File: src/design/mme_pkg.sv
// ----------------------------------------------------------------------------
// mme_pkg
// shared types and constants for the matrix multiply engine
// ----------------------------------------------------------------------------
package mme_pkg;

    localparam int MAX_DIM_DEF = 8;
    localparam int ELEM_W      = 16;
    localparam int PROD_W      = 35;
    localparam int MUL_W       = 2 * ELEM_W;
    localparam int DIM_REG_W   = 4;
    localparam int CFG_IDX_W   = 2;
    localparam int POS_W       = 3;

    localparam logic [CFG_IDX_W-1:0] CFG_ROWS_M  = 2'd0;
    localparam logic [CFG_IDX_W-1:0] CFG_INNER_K = 2'd1;
    localparam logic [CFG_IDX_W-1:0] CFG_COLS_N  = 2'd2;

    typedef enum logic [1:0] {
        ST_LOAD,
        ST_CALC,
        ST_WAIT,
        ST_OUT
    } mme_state_t;

    // operand travelling along the cell chain
    typedef struct packed {
        logic                     valid;
        logic                     first;
        logic                     last;
        logic signed [ELEM_W-1:0] a;
    } mme_tok_t;

    typedef struct packed {
        logic shift;
        logic b_we;
    } mme_ctrl_t;

endpackage

File: src/design/mme_cell.sv
// ----------------------------------------------------------------------------
// mme_cell
// one column cell: holds a column of B, multiplies the passing A operand
// and accumulates one result; results shift towards the head of the chain
// ----------------------------------------------------------------------------
module mme_cell
    import mme_pkg::*;
#(
    parameter int MAX_DIM = MAX_DIM_DEF,
    parameter int IDX     = 0,
    localparam int DIM_W  = $clog2(MAX_DIM)
)
(
    input  logic                     clk,
    input  logic                     rst_n,
    input  mme_ctrl_t                ctrl,
    input  logic [DIM_W-1:0]         b_wr_t,
    input  logic [DIM_W-1:0]         b_wr_col,
    input  logic signed [ELEM_W-1:0] b_wr_data,
    input  mme_tok_t                 tok_in,
    input  logic [DIM_W-1:0]         t_in,
    output mme_tok_t                 tok_out,
    output logic [DIM_W-1:0]         t_out,
    input  logic signed [PROD_W-1:0] acc_in,
    output logic signed [PROD_W-1:0] acc_out,
    output logic                     done
);

    logic signed [ELEM_W-1:0] b_mem [MAX_DIM];
    logic signed [ELEM_W-1:0] b_rd_reg;
    mme_tok_t                 tok_reg;
    logic [DIM_W-1:0]         t_reg;
    logic signed [MUL_W-1:0]  mul_reg;
    logic                     mul_valid_reg;
    logic                     mul_first_reg;
    logic                     mul_last_reg;
    logic signed [PROD_W-1:0] acc_reg;
    logic signed [PROD_W-1:0] acc_next;
    logic signed [PROD_W-1:0] mul_ext;
    logic                     done_reg;

    // column store, one write and one read port
    always_ff @(posedge clk)
    begin
        if (ctrl.b_we && (b_wr_col == DIM_W'(IDX)))
        begin
            b_mem[b_wr_t] <= b_wr_data;
        end
        b_rd_reg <= b_mem[t_in];
    end

    always_ff @(posedge clk or negedge rst_n)
    begin
        if (!rst_n)
        begin
            tok_reg       <= '0;
            mul_valid_reg <= 1'b0;
            done_reg      <= 1'b0;
        end
        else
        begin
            tok_reg       <= tok_in;
            mul_valid_reg <= tok_reg.valid;
            done_reg      <= mul_valid_reg && mul_last_reg;
        end
    end

    always_ff @(posedge clk)
    begin
        t_reg         <= t_in;
        mul_reg       <= tok_reg.a * b_rd_reg;
        mul_first_reg <= tok_reg.first;
        mul_last_reg  <= tok_reg.last;
        acc_reg       <= acc_next;
    end

    assign mul_ext = {{(PROD_W-MUL_W){mul_reg[MUL_W-1]}}, mul_reg};

    always_comb
    begin
        if (ctrl.shift)
        begin
            acc_next = acc_in;
        end
        else if (mul_valid_reg)
        begin
            acc_next = mul_first_reg ? mul_ext : acc_reg + mul_ext;
        end
        else
        begin
            acc_next = acc_reg;
        end
    end

    assign tok_out = tok_reg;
    assign t_out   = t_reg;
    assign acc_out = acc_reg;
    assign done    = done_reg;

endmodule

File: config.mk
export PLATFORM = sky130hd
export DESIGN_NAME = mme_cell
export DESIGN_NICKNAME = d
export VERILOG_FILES = /design/src/design/mme_pkg.sv /design/src/design/mme_cell.sv
export SDC_FILE = /design/constraint.sdc
export NUM_CORES = 1
export LEC_CHECK = 0
export ABC_CLOCK_PERIOD_IN_PS = 8100
export BUFFER_PORTS_ARGS = -buffer_cell sky130_fd_sc_hd__buf_4
export CAP_MARGIN = 20
export CELL_PAD_IN_SITES_DETAIL_PLACEMENT = 0
export CELL_PAD_IN_SITES_GLOBAL_PLACEMENT = 2
export CORE_MARGIN = 5
export CORE_UTILIZATION = 30
export CTS_CLUSTER_SIZE = 8
export DETAILED_ROUTE_END_ITERATION = 8
export PLACE_DENSITY = 0.59
export SYNTH_ARGS = -nofsm -noshare
export SYNTH_HDL_FRONTEND = slang
export SYNTH_SLANG_ARGS = --single-unit
File: constraint.sdc
create_clock -name clk -period 8.1 [get_ports clk]
set_clock_uncertainty 0.05 [all_clocks]
set_input_delay 0.405 -clock clk [delete_from_list [all_inputs] [get_ports clk]]
set_output_delay 0.405 -clock clk [all_outputs]
set_load 0.02 [all_outputs]
==> flow_metrics.env, run 1 <==
export IMPL_ys_ff_latch=237
export IMPL_numCtsBuffers=37
export IMPL_grt_pass1_wl_mm=81.0
export IMPL_synth_top_area_share_pct=26.8
export IMPL_grt_pass1_vias=14071
export IMPL_largest_reg_flops=128
export IMPL_postLayoutCoreUtil_pct=35.7
export IMPL_routed_wl_mm=50.0
export IMPL_period_minus_slack_ps=6870
export IMPL_drive_above_1_share_pct=14.0
export IMPL_wl_met2_mm=23.7
export IMPL_fin_hold_ws_ps=44.8
export IMPL_slew_headroom_pct=28.4
export IMPL_post_cts_buffers=0
export IMPL_htreeDepth=2
export IMPL_routed_via_density=4.49
export IMPL_avgSynthCellArea_um2=11.2
export IMPL_cp_slowest_cell="dfrtp_1"
export IMPL_clk_pin_slew_worst_paths_ps=50
export IMPL_ant_nets=0
export IMPL_hp_class="in2reg"
export IMPL_maxCapViolCount=0
export IMPL_cp_end_kind="flip-flop"
export IMPL_rows=93
export IMPL_synth_top_cell_by_area="fa_1"
export IMPL_crit_required_ps=8470
export IMPL_n_fill_cell=6471
export IMPL_fin_crit_sh_pct=84.8
export IMPL_synth_edff_count=163
export IMPL_tightest_slew_ps=1070
export IMPL_yosysWarnings=0
export IMPL_drt_met1_wl_mm=23.8
export IMPL_dp_final_hpwl_mm=38.4
export IMPL_path_buf_inv=5
export IMPL_synth_fa_ha_area_share_pct=34.2
export IMPL_ys_top_cells_by_count="318 x inv_1, 263 x fa_1, 176 x nand2_1"
export IMPL_grt_antenna_before_repair=0
export IMPL_synth_top_family_by_area="adder cells"
export IMPL_grt_overflow=0
export IMPL_outcome="finished, final reports clean"
export IMPL_ioPinCount=141
export IMPL_clock_sinks=237
export IMPL_port_buffers=140
export IMPL_wl_met3_mm=1.76
export IMPL_cp_top_family="adder cells"
export IMPL_vias=12536
export IMPL_finalSetupTns_ps=0
export IMPL_clockRootBuffer="clkbuf_16"
export IMPL_seq_area_um2=6480
export IMPL_fp_dieArea_um2=70600
export IMPL_nNetsFinal=2370
export IMPL_gp_congestion=0.781
export IMPL_hold_violations=0
export IMPL_crit_arrival_ps=7240
export IMPL_wl_per_cell_um=17.9
export IMPL_synth_area_um2=19600
export IMPL_synth_compound_area_share_pct=6.95
export IMPL_fmax_mhz=146
export IMPL_multiInputGateArea_um2=11800
export IMPL_startpoint_type="flip-flop"
export IMPL_die_h_um=266
export IMPL_grt_start_max_net_pins=64
export IMPL_die_x_um=266
export IMPL_synth_xor_area_share_pct=2.81
export IMPL_area_growth_pct=17.7
export IMPL_yosysMostFrequentCell="inv_1"
export IMPL_post_route_drc_count=0
export IMPL_synthFlopType="edfxtp_1"
export IMPL_dr_first_iter_drc_count=571
export IMPL_clock_path_buffers=3
export IMPL_cts_tree="built"
export IMPL_top_layer="met4"
export IMPL_grt_use_total_pct=14.5
export IMPL_slew_violations=0
export IMPL_drt_first_pass_iters=5
export IMPL_synth_nets=2212
export IMPL_crit_fanout=17
export IMPL_crit_chain="nand2_1, fa_1, inv_1, fa_1, inv_1, fa_1, inv_1, fa_1, fa_1, inv_1, fa_1, inv_1, ha_1, nand4_1, nor2_1, nand2_1, a311oi_1, a2111oi_0, o21bai_1, a21oi_1, xnor2_1"
export IMPL_start_util_pct=30.4
export IMPL_worst_path_most_repeated_cell="fa_1"
export IMPL_max_stage_delay_ps=740
export IMPL_synthArstFlopShare_pct=8.86
export IMPL_setup_viol=0
export IMPL_path_class="reg2reg"
export IMPL_clk_latency_ps=550
export IMPL_synth_area_top_cells="fa_1 27%, edfxtp_1 25%, ha_1 7.4%, inv_1 6.1%, dfxtp_1 5.4%"
export IMPL_ys_seq_area_share_pct=33.0
export IMPL_synthSimpleGateAreaFrac_pct=10.6
export IMPL_rsz0062_at_grt="no"
export IMPL_synthMuxAreaShare_pct=5.15
export IMPL_synthCells=1750
export IMPL_core_region_area_um2=64600
export IMPL_ys_types=63
[cell type report]
type	instances	share of cell area [%]
antenna	1	0.0108
clock buffer	60	4.52
clock inverter	6	0.358
inverter	319	5.19
multi-input combinational	1137	51.0
sequential	237	28.1
tap	855	4.63
timing repair buffer	176	6.24
[layout by cell type, fill, tap and decap left out, types with 4 or more instances in the layout]
| cell type | instances |
|---|---|
| nand2_1 | 176 |
| dfxtp_1 | 52 |
| dfrtp_1 | 21 |
| clkbuf_1 | 21 |
| mux2_2 | 23 |
| a21o_1 | 17 |
| o21ai_0 | 41 |
| o21bai_1 | 6 |
| dlygate4sd3_1 | 23 |
| mux4_2 | 32 |
| o211ai_1 | 12 |
| clkbuf_16 | 38 |
| a21oi_1 | 63 |
| nor3_1 | 10 |
| xor2_1 | 20 |
| edfxtp_1 | 163 |
| a211o_1 | 5 |
| nand4_1 | 4 |
| a31oi_1 | 5 |
| o21a_1 | 27 |
| nor2b_1 | 7 |
| buf_4 | 148 |
| nand3_1 | 11 |
| nor2_1 | 48 |
| nand2b_1 | 19 |
| ha_1 | 116 |
| and2_1 | 123 |
| nor2_2 | 6 |
| inv_1 | 318 |
| xnor2_1 | 43 |
| fa_1 | 263 |
| o22ai_1 | 6 |
[worst paths after layout]
path / from / end / slack (ps) / cells past startpoint
max: tok_out[15] / mul_reg[30] / 1230 / 21
min: b_wr_data[13] / b_mem[2][13] / 40 / 1
max reg2reg: tok_out[15] / mul_reg[30] / 1230 / 21
min reg2reg: tok_out[17] / mul_first_reg / 320 / 0
max in group asynchronous: rst_n / tok_out[3] / 7420 / 2
min in group asynchronous: rst_n / tok_out[15] / 260 / 2
[cell families after synthesis]
family                   count (synthesis)
adder cells (fa/ha/maj)                379
flip-flops                             237
buffers and inverters                  376
XOR/XNOR                                63
AO/OA/AOI/OAI                          212
AND/OR/NAND/NOR                        425
multiplexers                            58
[through the flow]
step	cells	area, um2	worst slack (ps)
floorplan	1750	19600	1920
global placement	2696	21600	1160
detailed placement	2698	21700	1160
CTS	2787	23000	1120
global route	2790	23100	720
finish	2791	23100	1230
[timing repair]
action / 4_1_cts / 5_1_grt
hold endpoints to repair: 45 / 0
resized for setup: 0 / 0
hold buffers: 23 / 0
setup endpoints to repair: 0 / 0
[per-layer routing]
metal  track usage [%]  vias to the layer above
li1                  -                     6005
met1              20.3                     6294
met2              24.3                      187
met3              2.29                       50
met4              2.87                        0
met5                 0                        -
[worst reg2reg max path: cells and delay by family (launching register included)]
family                   cells  cell delay [ps]
AO/OA/AOI/OAI                4             1070
adder cells (fa/ha/maj)      7             3520
flip-flops                   1              740
buffers and inverters        5              350
XOR/XNOR                     1              140
AND/OR/NAND/NOR              4              880
Power of run 1 is left out: the tool's default activity adds up to more than one toggle a clock period on the data nets, which glitch-free logic cannot reach.
==> run 2: changes to the inputs <==
Settings changed: ABC_AREA set to 1, ABC_CLOCK_PERIOD_IN_PS 8100 to 5800, PLACE_DENSITY 0.59 to 0.65.
Clock period 8.1 ns to 5.8 ns, I/O delays scaled along.
==> run 2 against run 1 <==
Against the previous run:
- critical path depth shrank 2
- critical endpoint unchanged
- non-clock buffer count grew 99
- routed wire length grew 23%
- utilization grew 0.66 points
- hold slack gained 9.2 ps
- synthesized cell count grew 38%
- via count grew 27%
- global-route usage grew 2.1 points
==> flow_metrics.env, run 2 <==
export IMPL_fmax_mhz=181
export IMPL_drt_first_pass_iters=5
export IMPL_ys_ff_latch=237
export IMPL_hp_class="in2reg"
export IMPL_final_common_cell="inv_1"
export IMPL_rsz0062_at_grt="yes"
export IMPL_cts_tree="built"
export IMPL_die_h_um=275
export IMPL_cp_end_kind="flip-flop"
export IMPL_synthArstFlopShare_pct=8.86
export IMPL_synth_top_area_share_pct=25.1
export IMPL_fin_crit_sh_pct=95.1
export IMPL_seq_area_um2=6510
export IMPL_clock_sinks=237
export IMPL_synth_area_um2=21000
export IMPL_outcome="finished, final reports clean"
export IMPL_die_x_um=275
export IMPL_fp_dieArea_um2=75400
export IMPL_drive_above_1_share_pct=12.9
export IMPL_rows=97
export IMPL_postLayoutSetupSlackWorst_ps=285
export IMPL_hold_violations=0
export IMPL_tightest_slew_ps=924
export IMPL_yosysWarnings=0
export IMPL_wl_per_cell_um=17.1
export IMPL_grt_start_max_net_pins=67
export IMPL_clk_latency_ps=560
export IMPL_ant_nets=0
export IMPL_startpoint_type="flip-flop"
export IMPL_synth_xor_area_share_pct=2.09
export IMPL_grt_pass1_vias=17281
export IMPL_largest_reg_flops=128
export IMPL_grt_overflow=0
export IMPL_synth_top_cell_by_area="fa_1"
export IMPL_area_growth_pct=20.8
export IMPL_crit_required_ps=6180
export IMPL_layout_common_cells="516 x inv_1, 505 x nand2_1, 261 x fa_1"
export IMPL_pre_cts_ws_ps=-162
export IMPL_synth_area_top_cells="fa_1 25%, edfxtp_1 23%, inv_1 9.2%, nand2_1 9.0%, ha_1 6.9%"
export IMPL_fin_hold_ws_ps=54.0
export IMPL_dr_first_iter_drc_count=648
export IMPL_synthFlopType="edfxtp_1"
export IMPL_slew_violations=0
export IMPL_ys_types=47
export IMPL_start_util_pct=30.1
export IMPL_routed_via_density=4.43
export IMPL_grt_pass1_wl_mm=98.9
export IMPL_dp_final_hpwl_mm=48.7
export IMPL_period_minus_slack_ps=5520
export IMPL_maxCapViolCount=0
export IMPL_numCtsBuffers=37
export IMPL_path_class="reg2reg"
export IMPL_crit_fanout=12
export IMPL_setup_viol=0
export IMPL_multiInputGateArea_um2=12300
export IMPL_crit_arrival_ps=5890
export IMPL_clock_path_buffers=3
export IMPL_post_route_drc_count=0
export IMPL_grt_antenna_before_repair=0
export IMPL_avgSynthCellArea_um2=8.68
export IMPL_clk_pin_slew_worst_paths_ps=50
export IMPL_synth_compound_area_share_pct=7.19
export IMPL_vias=15983
export IMPL_place_area_um2=23300
export IMPL_final_area_um2=25400
export IMPL_insertedDiodeCount=0
export IMPL_port_buffers=140
export IMPL_ys_seq_area_share_pct=30.9
export IMPL_ioPinCount=141
export IMPL_synth_fa_ha_area_share_pct=32.0
export IMPL_clockRootBuffer="clkbuf_16"
export IMPL_synth_nets=2879
export IMPL_yosysMostFrequentCell="inv_1"
export IMPL_synth_top_family_by_area="adder cells"
export IMPL_routed_wl_mm=61.7
export IMPL_ys_top_cells_by_count="516 x inv_1, 505 x nand2_1, 263 x fa_1"
export IMPL_synth_edff_count=163
export IMPL_synthSimpleGateAreaFrac_pct=16.8
export IMPL_n_fill_cell=7243
export IMPL_gp_congestion=0.817
export IMPL_slew_headroom_pct=38.4
export IMPL_postLayoutCoreUtil_pct=36.4
export IMPL_core_region_area_um2=69700
export IMPL_grt_use_total_pct=16.7
export IMPL_nNetsFinal=3100
export IMPL_synthMuxAreaShare_pct=0
export IMPL_synthCells=2417
export IMPL_htreeDepth=2
## run 2: cell types whose count changed in the layout (fill, tap and decap cells not counted), moves of 23 or more
cell	change
xnor2_1	-24
nand2_1	+329
inv_1	+198
nand3_1	+40
mux2_2	-23
dlygate4sd3_1	+48
o21ai_0	+59
buf_4	+52
nor2_1	+191
and2_1	-123
o21a_1	-25
mux4_2	-32
## run 2: metrics by stage
stage,TNS (ps),instances
after global routing,-71.4,3607
after floorplan,0,2417
after CTS,0,3600
after global placement,-56.8,3461
after detailed placement,-162,3461
final,0,3607
## run 2: what timing repair did
item / in CTS / in global routing
hold buffers: 71 / 0
endpoints found under the hold margin: 203 / 0
setup buffers: 0 / 5
resized for setup: 6 / 36
endpoints found under the setup margin: 2 / 10
pin swaps: 0 / 1
## run 2: cell type report
| type | instances | share of cell area (%) |
|---|---|---|
| Timing Repair Buffer | 275 | 8.95 |
| Sequential cell | 237 | 25.7 |
| Inverter | 523 | 7.74 |
| Multi-Input combinational cell | 1564 | 48.5 |
| Clock buffer | 63 | 4.24 |
| Tap cell | 940 | 4.64 |
| Clock inverter | 5 | 0.301 |
## run 2: path summary, 6_finish.rpt
| check | depth (start not counted) | to | startpoint | slack [ps] |
|---|---|---|---|---|
| max in group asynchronous | 2 | tok_out[17] | rst_n | 5200 |
| max | 19 | mul_reg[30] | tok_out[15] | 280 |
| min in group asynchronous | 2 | tok_out[9] | rst_n | 150 |
| min | 3 | acc_out[2] | acc_in[2] | 50 |
| max reg2reg | 19 | mul_reg[30] | tok_out[15] | 280 |
| min reg2reg | 0 | mul_first_reg | tok_out[17] | 320 |
## run 2: metal layers
metal | wire, um | global-route usage [%] | part of all wire [%] | up-vias
li1 | - | - | - | 7846
met1 | 29900 | 23.4 | 49 | 7873
met2 | 28800 | 27.6 | 47 | 204
met3 | 1850 | 2.16 | 3.0 | 60
met4 | 1100 | 3.65 | 1.8 | 0
met5 | 0 | 0 | 0 | -
## run 2: cells by family after synthesis
| logic type | count (synthesis) |
|---|---|
| DFF | 237 |
| AOI/OAI and AO/OA | 272 |
| buffers and inverters | 616 |
| adders and majority gates | 379 |
| and+or+nand+nor | 863 |
| xor gates and xnor gates | 50 |
## run 2: critical path, stage by stage, from the launching register on
cell	delay, ps
dfrtp_2	430
buf_6	180
nand2_1	110
fa_1	560
inv_1	70
fa_2	550
buf_4	170
fa_1	450
fa_1	520
fa_1	490
inv_1	50
fa_1	470
inv_1	40
ha_1	320
a21oi_1	250
nor2_1	100
o21ai_0	170
o311a_1	190
o21ai_1	70
xor2_1	140
Power of run 2 is left out for the same reason.
==> run 3: changes to the inputs <==
Settings changed: CORE_UTILIZATION 30 to 35, PLACE_DENSITY 0.65 to 0.75.
==> run 3 against run 2 <==
Against the previous run:
- hold slack got worse by 22 ps
- first-iteration DRC count increased by 41%
- utilization rose by 5.7 points
- routed wire length decreased by 4.4%
- via count rose by 0.29%
- fmax down 0.29%
- flip-flop and latch count unchanged
- final cell count fell by 5.2%
- sequential share of layout area grew 0.38 points
- setup slack lost 16 ps
- count of clock-buffer cells in the layout shrank 2
- largest cell class unchanged
- highest routed layer unchanged
==> flow_metrics.env, run 3 (synthesis gave the netlist of run 2 again) <==
export IMPL_nNetsFinal=3083
export IMPL_dp_final_hpwl_mm=46.7
export IMPL_cp_end_kind="flip-flop"
export IMPL_drive_above_1_share_pct=12.0
export IMPL_numCtsBuffers=36
export IMPL_fmax_mhz=181
export IMPL_htreeDepth=2
export IMPL_path_buf_inv=5
export IMPL_routed_via_density=4.69
export IMPL_r2r_end="mul_reg[26]"
export IMPL_slew_violations=0
export IMPL_insertedDiodeCount=0
export IMPL_grt_pass1_vias=17181
export IMPL_cp_top_family="adder cells"
export IMPL_post_route_drc_count=0
export IMPL_max_stage_delay_ps=510
export IMPL_finalSetupTns_ps=0
export IMPL_slew_headroom_pct=29.3
export IMPL_n_fill_cell=5954
export IMPL_wl_per_cell_um=17.2
export IMPL_start_util_pct=35.4
export IMPL_port_buffers=140
export IMPL_r2r_setup_slack_ps=270
export IMPL_rsz0062_at_grt="no"
export IMPL_path_class="reg2reg"
export IMPL_crit_arrival_ps=5910
export IMPL_routed_wl_mm=59.0
export IMPL_ant_nets=0
export IMPL_setup_viol=0
export IMPL_min_path_cells=3
export IMPL_ioPinCount=141
export IMPL_grt_start_max_net_pins=67
export IMPL_vias=16029
export IMPL_clk_latency_ps=550
export IMPL_largest_reg_flops=128
export IMPL_cp_slowest_cell="fa_1"
export IMPL_hp_start="acc_in[21]"
export IMPL_crit_fanout=9
export IMPL_cts_tree="built"
export IMPL_pre_cts_ws_ps=89.8
export IMPL_r2r_start="tok_out[5]"
export IMPL_final_common_cell="inv_1"
export IMPL_rows=89
export IMPL_min_to="acc_out[21]"
export IMPL_reg2regPathDepth=20
export IMPL_gp_congestion=0.857
export IMPL_outcome="finished, final reports clean"
export IMPL_clockRootBuffer="clkbuf_16"
export IMPL_fin_crit_sh_pct=95.4
export IMPL_grt_antenna_before_repair=0
export IMPL_period_minus_slack_ps=5530
export IMPL_dr_first_iter_drc_count=916
export IMPL_layout_common_cells="515 x inv_1, 504 x nand2_1, 262 x fa_1"
export IMPL_drt_first_pass_iters=5
export IMPL_grt_overflow=0
export IMPL_crit_chain="buf_4, nand2_1, fa_1, fa_1, fa_1, inv_1, fa_1, fa_1, inv_1, fa_1, inv_1, ha_1, nand2_1, inv_1, and3_1, nand2_1, nand2_1, a21oi_2, o21ai_1, xor2_1"
export IMPL_hp_class="in2reg"
export IMPL_hold_violations=0
export IMPL_crit_required_ps=6180
export IMPL_startpoint_type="flip-flop"
export IMPL_die_h_um=255
export IMPL_grt_pass1_wl_mm=94.7
export IMPL_clk_pin_slew_worst_paths_ps=50
export IMPL_fp_dieArea_um2=65000
export IMPL_postLayoutSetupSlackWorst_ps=269
export IMPL_tightest_slew_ps=1060
export IMPL_clock_sinks=237
export IMPL_die_x_um=255
export IMPL_area_growth_pct=18.9
export IMPL_seq_area_um2=6500
export IMPL_core_region_area_um2=59200
export IMPL_maxCapViolCount=0
export IMPL_multiInputGateArea_um2=12300
export IMPL_clock_path_buffers=3
export IMPL_worst_path_most_repeated_cell="fa_1"
export IMPL_grt_use_total_pct=18.4
==> run 3: cell count changes in the layout (fill, tap and decap cells not counted), moves of 4 or more <==
cell,delta
dlygate4sd3_1,-5
buf_4,-12
dfxtp_2,-4
dfxtp_1,+4
==> run 3: per-layer routing <==
layer  vias to the layer above  wire (um)  share of wire [%]  GRT usage [%]
li1                       7810          -                  -              -
met1                      7835      27800                 47           26.0
met2                       325      27800                 47           30.6
met3                        59       2620                4.4           2.72
met4                         0        836                1.4           3.60
met5                         -          0                  0              0
==> run 3: worst max path at each step <==
stage	end	from	slack, ps	cells after the start
3_3_place_gp	mul_reg[25]	b_rd_reg[2]	70	20
5_1_grt	mul_reg[30]	tok_out[15]	1	20
6_report	mul_reg[26]	tok_out[5]	270	20
4_1_cts	mul_reg[29]	tok_out[8]	70	20
2_1_floorplan	mul_reg[29]	tok_out[15]	130	19
3_5_place_dp	mul_reg[29]	b_rd_reg[10]	90	20
==> run 3: stage by stage <==
step | instances | util [%] | hold slack (ps) | instance area (um2)
after floorplan | 2417 | - | -55.6 | 21000
after global placement | 3288 | 38.9 | 205 | 23100
after detailed placement | 3288 | 38.9 | 203 | 23100
after CTS | 3419 | 41.9 | 5.48 | 24800
after global routing | 3421 | 42.1 | 26.8 | 25000
final | 3421 | 42.1 | 32.1 | 25000
==> run 3: layout make-up <==
| cell class | instances | share of cell area, % |
|---|---|---|
| multi-input cells | 1564 | 49.2 |
| flip-flops and latches | 237 | 26.0 |
| repair buffers | 259 | 8.66 |
| inverters | 523 | 7.88 |
| clock buffers | 61 | 4.07 |
| well taps | 773 | 3.88 |
| clock inverters | 4 | 0.301 |
==> run 3: worst min-delay path, stage by stage <==
cell and delay [ps]:
buf_4 80, nand2_1 70, o21ai_1 80
==> run 3: what timing repair did <==
action / 4_1_cts / 5_1_grt
endpoints found under the hold margin: 198 / 0
gates resized for setup: 0 / 29
hold buffers: 66 / 0
setup endpoints to repair: 0 / 13
buffers inserted: 0 / 1
Power of run 3 is left out for the same reason.
